--- src/rtl/core/mdnm_pkg.sv ---
// Shared types and constants for the MD string and NM tag generator.
`default_nettype none
package mdnm_pkg;

	// base_kind codes
	localparam logic [1:0] KIND_PAIR = 2'd0;
	localparam logic [1:0] KIND_DEL  = 2'd1;
	localparam logic [1:0] KIND_INS  = 2'd2;
	localparam logic [1:0] KIND_CLIP = 2'd3;

	// MD string characters
	localparam logic [7:0] CHAR_CARET = 8'h5e;
	localparam logic [7:0] CHAR_ZERO  = 8'h30;
	localparam logic [3:0] DIGIT_HI   = 4'h3;

	localparam logic [15:0] NM_MAX = 16'hffff;

	// Work still to emit for one item, in emission order from the top field down
	typedef struct packed {
		logic pre_cnt;   // run count before the edit
		logic caret;     // '^' opening a deletion
		logic base;      // reference base of a mismatch or deletion
		logic end_cnt;   // final run count of the record
		logic end_zero;  // '0' closing a record right after an edit
	} emit_flags_t;

endpackage
`default_nettype wire

--- src/rtl/core/mdnm_front.sv ---
// Front end: accepts alignment items, keeps run and edit counts, builds emit descriptors.
`default_nettype none
module mdnm_front #(
	parameter int RUN_DIGITS = 5
) (
	input  wire                      clk,
	input  wire                      arst_n,
	input  wire                      s_axis_tvalid,
	output logic                     s_axis_tready,
	input  wire  [15:0]              s_axis_tdata,
	input  wire  [2:0]               s_axis_tuser,
	input  wire                      s_axis_tlast,
	input  wire                      queue_full,
	output logic                     push,
	output mdnm_pkg::emit_flags_t    push_flags,
	output logic [4*RUN_DIGITS-1:0]  push_bcd,
	output logic [7:0]               push_base,
	output logic [15:0]              push_nm
);

	localparam int BCD_W = 4 * RUN_DIGITS;

	logic [BCD_W-1:0] bcd_q;
	logic [15:0]      nm_q;

	logic [1:0]       kind;
	logic             first;
	logic [7:0]       read_base;
	logic [7:0]       ref_base;
	logic             rec_end;
	logic             accept;
	logic             mismatch;
	logic             match;
	logic             del;
	logic             nm_inc;
	logic [15:0]      nm_new;
	logic [BCD_W-1:0] bcd_new;

	// Saturating BCD increment: all nines holds
	function automatic logic [BCD_W-1:0] bcd_inc(input logic [BCD_W-1:0] v);
		logic [BCD_W-1:0] r;
		logic             carry;
		logic             nines;
		r     = v;
		carry = 1'b1;
		nines = 1'b1;
		for (int i = 0; i < RUN_DIGITS; i++) begin
			if (v[4*i +: 4] != 4'd9) begin
				nines = 1'b0;
			end
			if (carry) begin
				if (v[4*i +: 4] >= 4'd9) begin
					r[4*i +: 4] = 4'd0;
				end else begin
					r[4*i +: 4] = v[4*i +: 4] + 4'd1;
					carry       = 1'b0;
				end
			end
		end
		return nines ? v : r;
	endfunction

	assign kind      = s_axis_tuser[1:0];
	assign first     = s_axis_tuser[2];
	assign read_base = s_axis_tdata[7:0];
	assign ref_base  = s_axis_tdata[15:8];
	assign rec_end   = s_axis_tlast;

	assign s_axis_tready = !queue_full;
	assign accept        = s_axis_tvalid && s_axis_tready;

	assign mismatch = (kind == mdnm_pkg::KIND_PAIR) && (read_base != ref_base);
	assign match    = (kind == mdnm_pkg::KIND_PAIR) && (read_base == ref_base);
	assign del      = (kind == mdnm_pkg::KIND_DEL);
	assign nm_inc   = mismatch || del || (kind == mdnm_pkg::KIND_INS);
	assign nm_new   = (nm_inc && (nm_q != mdnm_pkg::NM_MAX)) ? nm_q + 16'd1 : nm_q;

	always_comb begin
		push_flags.pre_cnt  = mismatch || (del && first);
		push_flags.caret    = del && first;
		push_flags.base     = mismatch || del;
		push_flags.end_cnt  = rec_end && !push_flags.pre_cnt;
		push_flags.end_zero = rec_end && push_flags.pre_cnt;
		if (push_flags.pre_cnt) begin
			bcd_new = '0;
		end else if (match) begin
			bcd_new = bcd_inc(bcd_q);
		end else begin
			bcd_new = bcd_q;
		end
	end

	// Only one count string per item needs digits: the prefix or the final count
	assign push_bcd  = push_flags.pre_cnt ? bcd_q : bcd_new;
	assign push_base = ref_base;
	assign push_nm   = nm_new;
	assign push      = accept && (push_flags != '0);

	always_ff @(posedge clk or negedge arst_n) begin
		if (!arst_n) begin
			bcd_q <= '0;
			nm_q  <= '0;
		end else if (accept) begin
			bcd_q <= rec_end ? '0 : bcd_new;
			nm_q  <= rec_end ? 16'd0 : nm_new;
		end
	end

endmodule
`default_nettype wire

--- src/rtl/core/mdnm_queue.sv ---
// Small register queue of emit descriptors between front and back end.
`default_nettype none
module mdnm_queue #(
	parameter int WIDTH = 8,
	parameter int DEPTH = 4
) (
	input  wire              clk,
	input  wire              arst_n,
	input  wire              push,
	input  wire  [WIDTH-1:0] wdata,
	output logic             full,
	input  wire              pop,
	output logic [WIDTH-1:0] rdata,
	output logic             nonempty
);

	localparam int PTR_W = $clog2(DEPTH);
	localparam int CNT_W = $clog2(DEPTH + 1);

	logic [WIDTH-1:0] mem_q [DEPTH];
	logic [PTR_W-1:0] wr_ptr_q;
	logic [PTR_W-1:0] rd_ptr_q;
	logic [CNT_W-1:0] count_q;

	assign full     = (count_q == CNT_W'(DEPTH));
	assign nonempty = (count_q != '0);
	assign rdata    = mem_q[rd_ptr_q];

	always_ff @(posedge clk) begin
		if (push) begin
			mem_q[wr_ptr_q] <= wdata;
		end
	end

	always_ff @(posedge clk or negedge arst_n) begin
		if (!arst_n) begin
			wr_ptr_q <= '0;
			rd_ptr_q <= '0;
			count_q  <= '0;
		end else begin
			if (push) begin
				wr_ptr_q <= wr_ptr_q + 1'b1;
			end
			if (pop) begin
				rd_ptr_q <= rd_ptr_q + 1'b1;
			end
			if (push && !pop) begin
				count_q <= count_q + 1'b1;
			end else if (pop && !push) begin
				count_q <= count_q - 1'b1;
			end
		end
	end

	a_no_overflow: assert property (@(posedge clk) disable iff (!arst_n)
		push |-> (!full || pop))
		else $error("descriptor queue overflow");

	a_no_underflow: assert property (@(posedge clk) disable iff (!arst_n)
		pop |-> nonempty)
		else $error("descriptor queue underflow");

endmodule
`default_nettype wire

--- src/rtl/core/mdnm_back.sv ---
// Back end: serializes a descriptor into registered MD characters, one per cycle unless stalled.
`default_nettype none
module mdnm_back #(
	parameter int RUN_DIGITS = 5
) (
	input  wire                      clk,
	input  wire                      arst_n,
	input  wire                      desc_valid,
	input  mdnm_pkg::emit_flags_t    desc_flags,
	input  wire  [4*RUN_DIGITS-1:0]  desc_bcd,
	input  wire  [7:0]               desc_base,
	input  wire  [15:0]              desc_nm,
	output logic                     desc_pop,
	output logic                     m_axis_tvalid,
	input  wire                      m_axis_tready,
	output logic [23:0]              m_axis_tdata,
	output logic [0:0]               m_axis_tuser,
	output logic                     m_axis_tlast
);

	localparam int BCD_W = 4 * RUN_DIGITS;
	localparam int IDX_W = $clog2(RUN_DIGITS);

	mdnm_pkg::emit_flags_t mask_q;
	mdnm_pkg::emit_flags_t mask_nx;
	logic [BCD_W-1:0]      bcd_q;
	logic [7:0]            base_q;
	logic [15:0]           nm_q;
	logic [IDX_W-1:0]      idx_q;

	logic                  out_valid_q;
	logic [7:0]            char_q;
	logic                  last_q;
	logic                  end_q;
	logic [15:0]           nmo_q;

	logic                  busy;
	logic [3:0]            digit;
	logic [7:0]            char_nx;
	logic                  cnt_phase;
	logic                  cnt_done;
	logic                  last_char;
	logic                  rec_end;
	logic                  adv;
	logic                  fin;
	logic                  load;

	// Index of the highest non-zero digit; zero for a zero count
	function automatic logic [IDX_W-1:0] top_digit(input logic [BCD_W-1:0] v);
		logic [IDX_W-1:0] t;
		t = '0;
		for (int i = 0; i < RUN_DIGITS; i++) begin
			if (v[4*i +: 4] != 4'd0) begin
				t = IDX_W'(i);
			end
		end
		return t;
	endfunction

	assign busy     = (mask_q != '0);
	assign digit    = bcd_q[{idx_q, 2'b00} +: 4];
	assign cnt_done = (idx_q == '0);
	assign rec_end  = mask_q.end_cnt || mask_q.end_zero;

	always_comb begin
		mask_nx   = mask_q;
		char_nx   = mdnm_pkg::CHAR_ZERO;
		cnt_phase = 1'b0;
		if (mask_q.pre_cnt) begin
			char_nx   = {mdnm_pkg::DIGIT_HI, digit};
			cnt_phase = 1'b1;
			if (cnt_done) begin
				mask_nx.pre_cnt = 1'b0;
			end
		end else if (mask_q.caret) begin
			char_nx       = mdnm_pkg::CHAR_CARET;
			mask_nx.caret = 1'b0;
		end else if (mask_q.base) begin
			char_nx      = base_q;
			mask_nx.base = 1'b0;
		end else if (mask_q.end_cnt) begin
			char_nx   = {mdnm_pkg::DIGIT_HI, digit};
			cnt_phase = 1'b1;
			if (cnt_done) begin
				mask_nx.end_cnt = 1'b0;
			end
		end else begin
			mask_nx.end_zero = 1'b0;
		end
	end

	assign last_char = busy && (mask_nx == '0);
	assign adv       = busy && (!out_valid_q || m_axis_tready);
	assign fin       = adv && last_char;
	assign load      = desc_valid && (!busy || fin);
	assign desc_pop  = load;

	always_ff @(posedge clk) begin
		if (load) begin
			bcd_q  <= desc_bcd;
			base_q <= desc_base;
			nm_q   <= desc_nm;
			idx_q  <= top_digit(desc_bcd);
		end else if (adv && cnt_phase && !cnt_done) begin
			idx_q <= idx_q - 1'b1;
		end
	end

	always_ff @(posedge clk or negedge arst_n) begin
		if (!arst_n) begin
			mask_q <= '0;
		end else if (load) begin
			mask_q <= desc_flags;
		end else if (adv) begin
			mask_q <= mask_nx;
		end
	end

	always_ff @(posedge clk) begin
		if (adv) begin
			char_q <= char_nx;
			last_q <= last_char;
			end_q  <= last_char && rec_end;
			nmo_q  <= (last_char && rec_end) ? nm_q : 16'd0;
		end
	end

	always_ff @(posedge clk or negedge arst_n) begin
		if (!arst_n) begin
			out_valid_q <= 1'b0;
		end else if (adv) begin
			out_valid_q <= 1'b1;
		end else if (m_axis_tready) begin
			out_valid_q <= 1'b0;
		end
	end

	assign m_axis_tvalid = out_valid_q;
	assign m_axis_tdata  = {nmo_q, char_q};
	assign m_axis_tuser  = last_q;
	assign m_axis_tlast  = end_q;

	a_load_busy: assert property (@(posedge clk) disable iff (!arst_n)
		load |=> busy)
		else $error("loaded descriptor carries no work");

	a_end_is_last: assert property (@(posedge clk) disable iff (!arst_n)
		(out_valid_q && end_q) |-> last_q)
		else $error("record end not on last character of its item");

	a_nm_only_at_end: assert property (@(posedge clk) disable iff (!arst_n)
		(out_valid_q && !end_q) |-> (nmo_q == 16'd0))
		else $error("edit count shown before record end");

endmodule
`default_nettype wire

--- src/rtl/core/md_nm_tag_generator.sv ---
// Top level of the MD string and NM edit distance generator.
// Takes one per-base alignment item per cycle and writes the SAM MD string one character per
// output item, with the NM edit distance on the record's last character. Matching aligned pairs
// only advance a saturating BCD run count; a mismatch writes the run count and the reference
// base, the first deleted base writes the run count and '^', every deleted base writes its
// reference base. Mismatches, deleted and inserted bases each add one to NM (saturating at
// 65535). The record's last item (tlast) writes the final run count, which is '0' when zero.
// Rate: the input takes one item every cycle as long as the descriptor queue has room; an item
// that produces k characters (up to RUN_DIGITS + 3) occupies the serializing back end until
// its last character is registered, and characters leave at one per cycle unless m_axis_tready
// stalls the output. Sustained throughput is therefore one item per cycle when averaged output
// is at most one character per item, else set by the back end; QUEUE_DEPTH descriptors absorb
// bursts. An accepted item passes the queue and the back end's descriptor and output registers.
`default_nettype none
module md_nm_tag_generator #(
	parameter int RUN_DIGITS  = 5,  // BCD digits of the match run counter, 3 to 8
	parameter int QUEUE_DEPTH = 4   // descriptor queue entries, a power of two
) (
	input  wire         clk,
	input  wire         arst_n,
	// input items
	input  wire         s_axis_tvalid,
	output logic        s_axis_tready,
	input  wire  [15:0] s_axis_tdata,   // [7:0] read_base, [15:8] ref_base
	input  wire  [2:0]  s_axis_tuser,   // [1:0] base_kind, [2] op_first
	input  wire         s_axis_tlast,   // record_end
	// MD characters
	output logic        m_axis_tvalid,
	input  wire         m_axis_tready,
	output logic [23:0] m_axis_tdata,   // [7:0] md_char, [23:8] nm_count
	output logic [0:0]  m_axis_tuser,   // [0] run_last
	output logic        m_axis_tlast    // md_end
);

	localparam int BCD_W   = 4 * RUN_DIGITS;
	localparam int FLAGS_W = $bits(mdnm_pkg::emit_flags_t);
	localparam int NM_LO   = FLAGS_W;
	localparam int BASE_LO = NM_LO + 16;
	localparam int BCD_LO  = BASE_LO + 8;
	localparam int DESC_W  = BCD_LO + BCD_W;

	logic                  push;
	mdnm_pkg::emit_flags_t push_flags;
	logic [BCD_W-1:0]      push_bcd;
	logic [7:0]            push_base;
	logic [15:0]           push_nm;
	logic                  queue_full;
	logic                  queue_nonempty;
	logic                  pop;
	logic [DESC_W-1:0]     wdata;
	logic [DESC_W-1:0]     rdata;
	mdnm_pkg::emit_flags_t pop_flags;

	// Front end: decode the item, update the counters, build a descriptor
	mdnm_front #(
		.RUN_DIGITS (RUN_DIGITS)
	) u_front (
		.clk           (clk),
		.arst_n        (arst_n),
		.s_axis_tvalid (s_axis_tvalid),
		.s_axis_tready (s_axis_tready),
		.s_axis_tdata  (s_axis_tdata),
		.s_axis_tuser  (s_axis_tuser),
		.s_axis_tlast  (s_axis_tlast),
		.queue_full    (queue_full),
		.push          (push),
		.push_flags    (push_flags),
		.push_bcd      (push_bcd),
		.push_base     (push_base),
		.push_nm       (push_nm)
	);

	// Pack descriptor: flags in the low bits, then NM, base, run count
	assign wdata = {push_bcd, push_base, push_nm, push_flags};

	mdnm_queue #(
		.WIDTH (DESC_W),
		.DEPTH (QUEUE_DEPTH)
	) u_queue (
		.clk      (clk),
		.arst_n   (arst_n),
		.push     (push),
		.wdata    (wdata),
		.full     (queue_full),
		.pop      (pop),
		.rdata    (rdata),
		.nonempty (queue_nonempty)
	);

	assign pop_flags = mdnm_pkg::emit_flags_t'(rdata[FLAGS_W-1:0]);

	// Back end: walk the descriptor and drive the output register
	mdnm_back #(
		.RUN_DIGITS (RUN_DIGITS)
	) u_back (
		.clk           (clk),
		.arst_n        (arst_n),
		.desc_valid    (queue_nonempty),
		.desc_flags    (pop_flags),
		.desc_bcd      (rdata[BCD_LO +: BCD_W]),
		.desc_base     (rdata[BASE_LO +: 8]),
		.desc_nm       (rdata[NM_LO +: 16]),
		.desc_pop      (pop),
		.m_axis_tvalid (m_axis_tvalid),
		.m_axis_tready (m_axis_tready),
		.m_axis_tdata  (m_axis_tdata),
		.m_axis_tuser  (m_axis_tuser),
		.m_axis_tlast  (m_axis_tlast)
	);

endmodule
`default_nettype wire
--- config.mk ---
export PLATFORM = sky130hd
export DESIGN_NAME = md_nm_tag_generator
export DESIGN_NICKNAME = d
export VERILOG_FILES = /design/src/rtl/core/mdnm_pkg.sv /design/src/rtl/core/mdnm_front.sv /design/src/rtl/core/mdnm_queue.sv /design/src/rtl/core/mdnm_back.sv /design/src/rtl/core/md_nm_tag_generator.sv
export SDC_FILE = /design/constraint.sdc
export NUM_CORES = 1
export LEC_CHECK = 0
export BUFFER_PORTS_ARGS = -buffer_cell sky130_fd_sc_hd__buf_2
export CAP_MARGIN = 30
export CORE_ASPECT_RATIO = 0.8
export CORE_MARGIN = 8
export CORE_UTILIZATION = 55
export CTS_BUF_LIST = sky130_fd_sc_hd__clkbuf_8
export DETAILED_ROUTE_END_ITERATION = 6
export PLACE_DENSITY = 0.75
export SYNTH_ARGS = -nofsm -noshare
export SYNTH_HDL_FRONTEND = slang
export SYNTH_SLANG_ARGS = --single-unit
--- constraint.sdc ---
create_clock -name clk -period 3.5 [get_ports clk]
set_clock_uncertainty 0.05 [all_clocks]
set_input_delay 0.7 -clock clk [delete_from_list [all_inputs] [get_ports clk]]
set_output_delay 0.7 -clock clk [all_outputs]
set_load 0.01 [all_outputs]
==> flow_metrics.py <==
metrics = {
    "outcome": {
        "status": "completed",
    },
    "critical_path": {
        "r2r_end": "u_back.idx_q[2]$_DFFE_PP_",
        "cp.arrival_ns": 3.31,
        "rr_worst_depth": 9,
        "crit_type": "flop to flop",
        "regToRegStartpoint": "u_back.idx_q[0]$_DFFE_PP_",
        "cp_max_fo": 53,
        "cp-end-kind": "flop",
        "crit_required_ns": 3.75,
        "start_kind": "flop",
        "rrSetupSlack_ns": 0.45,
    },
    "timing": {
        "worst_slew_pin_slew_ns": 0.696,
        "maxSlewHeadroom": 0.536,
        "hold_violations": 0,
        "min_period_ns": 3.05,
        "setup_violations": 0,
        "fmax_mhz": 327,
        "slew_viol_final": 0,
        "min_period_over_period": 0.873,
        "tns_ns": 0,
        "rsz0062_at_grt": "false",
    },
    "global_routing": {
        "grt_pass1_wl_um": 44300,
        "grt_overflow": 0,
        "grt_pass1_vias": 7602,
        "grt_usage": 0.192,
        "antenna_found_initial": 0,
        "grt_max_degree": 54,
    },
    "detailed_routing": {
        "wl_per_cell_um": 21.8,
        "route.detailed.drc": 0,
        "vias_per_cell": 6.00,
        "dr_total_vias": 7806,
        "wl_um": 28300,
        "drt_iter0_markers": 738,
        "ant_nets": 0,
        "dr.pass1.iters": 5,
    },
    "clock_tree": {
        "insertion_delay_ns": 0.56,
        "clockBufferDepth": 3,
        "cts_tree": "done",
        "numCtsBuffers": 47,
        "cts_root_buf": "clkbuf_8",
        "cts-hold-fix-buffers": 0,
        "numClockSinks": 318,
        "path_clk_slew_ns": 0.06,
        "h-tree-depth": 2,
        "ctsResizeCount": 0,
        "cts_setup_buffers": 0,
    },
    "layout": {
        "final_common_cell": "edfxtp_1",
        "final_cells": 1302,
        "drive_gt1_frac": 0.239,
        "most-common-layout-cells": "edfxtp_1, clkbuf_8, nand2_1, mux4_2, buf_2",
        "area_delta_synth_final_pct": 12.9,
        "diodes": 0,
        "fill_cells": 1729,
        "nets": 994,
    },
    "floorplan": {
        "io_pins": 52,
        "rows": 51,
        "initial_core_util": 0.558,
        "core_area_um2": 24200,
        "die_h_um": 156,
        "die_x_um": 191,
        "die_area_um2": 29900,
    },
    "synth": {
        "synthAdderAreaFrac": 0.0227,
        "synth-simple-area-share": 0.0915,
        "synth_top_family_by_area": "multiplexers",
        "postSynthAreaPerCell_um2": 15.9,
        "synth-compound-area-share": 0.0601,
        "synth_xor_area_frac": 0.0194,
        "synth_warnings": 0,
        "ys_seq_area_frac": 0.687,
        "synth_edf_count": 269,
        "synthArstFlopShare": 0.154,
        "synth.distinct_cells": 80,
        "synthesis.nets": 897,
        "syn-cell-area_um2": 13500,
        "synthFlopType": "edfxtp_1",
        "ys_seq_elements": 318,
        "synth.area.mux_share": 0.0987,
        "syn_inst": 849,
    },
    "place": {
        "placed_cells": 1215,
        "gp_routability_congestion": 0.857,
        "port_buffers": 51,
        "place_hpwl_um": 18700,
    },
    "flow_run": {
        "maxCapViolCount": 0,
    },
    "worst_hold_path": {
        "hold_path_class": "primary input to async pin",
    },
    "pwr": {
        "vdd_ir_drop_max_v": 0.000387,
        "power.leakage_nw": 5.52,
        "power_density_nw_per_um2": 741,
    },
}
-- report_power, final --
| group | internal (mW) | switching [mW] | leakage (nW) |
|---|---|---|---|
| registers | 5.18 | 0.448 | 3.11 |
| clock network | 1.56 | 1.40 | 0.540 |
| logic | 1.21 | 1.52 | 1.86 |
-- state kept, by name, summed over array words and instances (netlist names), 3 cells and up --
| signal | count |
|---|---|
| u_back.mask_q | 5 |
| u_back.char_q | 8 |
| u_back.nmo_q | 16 |
| u_back.nm_q | 16 |
| u_back.idx_q | 3 |
| u_queue.mem_q | 196 |
| u_queue.count_q | 3 |
| u_front.nm_q | 16 |
| u_back.base_q | 8 |
| u_back.bcd_q | 20 |
| u_front.bcd_q | 20 |
-- critical path, cell delays in order, from the launching register on --
cell and delay (ns):
edfxtp_1 0.54, inv_1 0.15, ha_1 0.15, nand2b_1 0.11
a2111oi_1 0.39, o211ai_1 0.20, a31oi_4 0.22, buf_4 0.60
nand2_1 0.21, a21boi_0 0.18
-- final cells by class --
type	instances	area [µm²]	share of cell area
Sequential cell	318	9310	0.609
Multi-Input combinational cell	469	3980	0.261
Clock buffer	54	743	0.0486
Timing Repair Buffer	82	551	0.0360
Tap cell	318	398	0.0260
Clock inverter	33	194	0.0127
Inverter	28	105	0.00688
-- cell families after synthesis --
group	after synthesis
fa+ha+maj	24
compound gates	123
xor+xnor	30
buf+inv	62
simple gates	225
mux	67
flops	318
-- routing by layer --
metal  vias to the layer above  part of all wire  wire [µm]  global-route usage
li1                       3506                 -          -                   -
met1                      3933              0.45      12700               0.282
met2                       326              0.44      12400               0.281
met3                        41             0.099       2810              0.0558
met4                         0             0.016        450              0.0472
met5                         -                 0          0                   0
-- Yosys cell counts (16+ instances only) --
cell | n | area (µm²)
xor2_1 | 19 | 166
inv_1 | 28 | 105
dfrtp_1 | 49 | 1230
o21ai_0 | 38 | 190
a21oi_1 | 18 | 90.1
nor2_1 | 45 | 169
clkbuf_1 | 16 | 60.1
edfxtp_1 | 269 | 8080
mux4_2 | 53 | 1190
ha_1 | 23 | 288
nand3_1 | 22 | 110
nand2_1 | 53 | 199
and2_1 | 27 | 169
-- stage by stage --
step / hold WS [ns] / instance area, µm² / worst slack, ns / power [mW] / util
global placement: 0.434 / 14300 / 0.246 / 8.33 / 0.592
finish: 0.0414 / 15300 / 0.445 / 11.3 / 0.630
global route: 0.0386 / 15300 / 0.153 / 11.9 / 0.630
detailed placement: 0.450 / 14300 / 0.114 / 8.43 / 0.592
CTS: 0.0219 / 15300 / 0.423 / 11.4 / 0.630
floorplan: 0.354 / 13500 / 0.0249 / 7.43 / -
-- worst max path at each step --
| stage | slack [ns] | to | depth (start not counted) | from |
|---|---|---|---|---|
| 3_5_place_dp | 0.11 | u_queue.count_q[1]$_DFFE_PN0P_ | 10 | s_axis_tdata[8] |
| 3_3_place_gp | 0.25 | u_queue.count_q[1]$_DFFE_PN0P_ | 10 | s_axis_tdata[8] |
| 5_1_grt | 0.15 | u_back.idx_q[2]$_DFFE_PP_ | 9 | u_back.idx_q[0]$_DFFE_PP_ |
| 4_1_cts | 0.42 | u_back.idx_q[2]$_DFFE_PP_ | 9 | u_back.idx_q[0]$_DFFE_PP_ |
| 2_1_floorplan | 0.02 | u_queue.count_q[1]$_DFFE_PN0P_ | 13 | u_back.idx_q[0]$_DFFE_PP_ |
| 6_report | 0.45 | u_back.idx_q[2]$_DFFE_PP_ | 9 | u_back.idx_q[0]$_DFFE_PP_ |
Note: power is estimated with default switching activity, not from simulation.
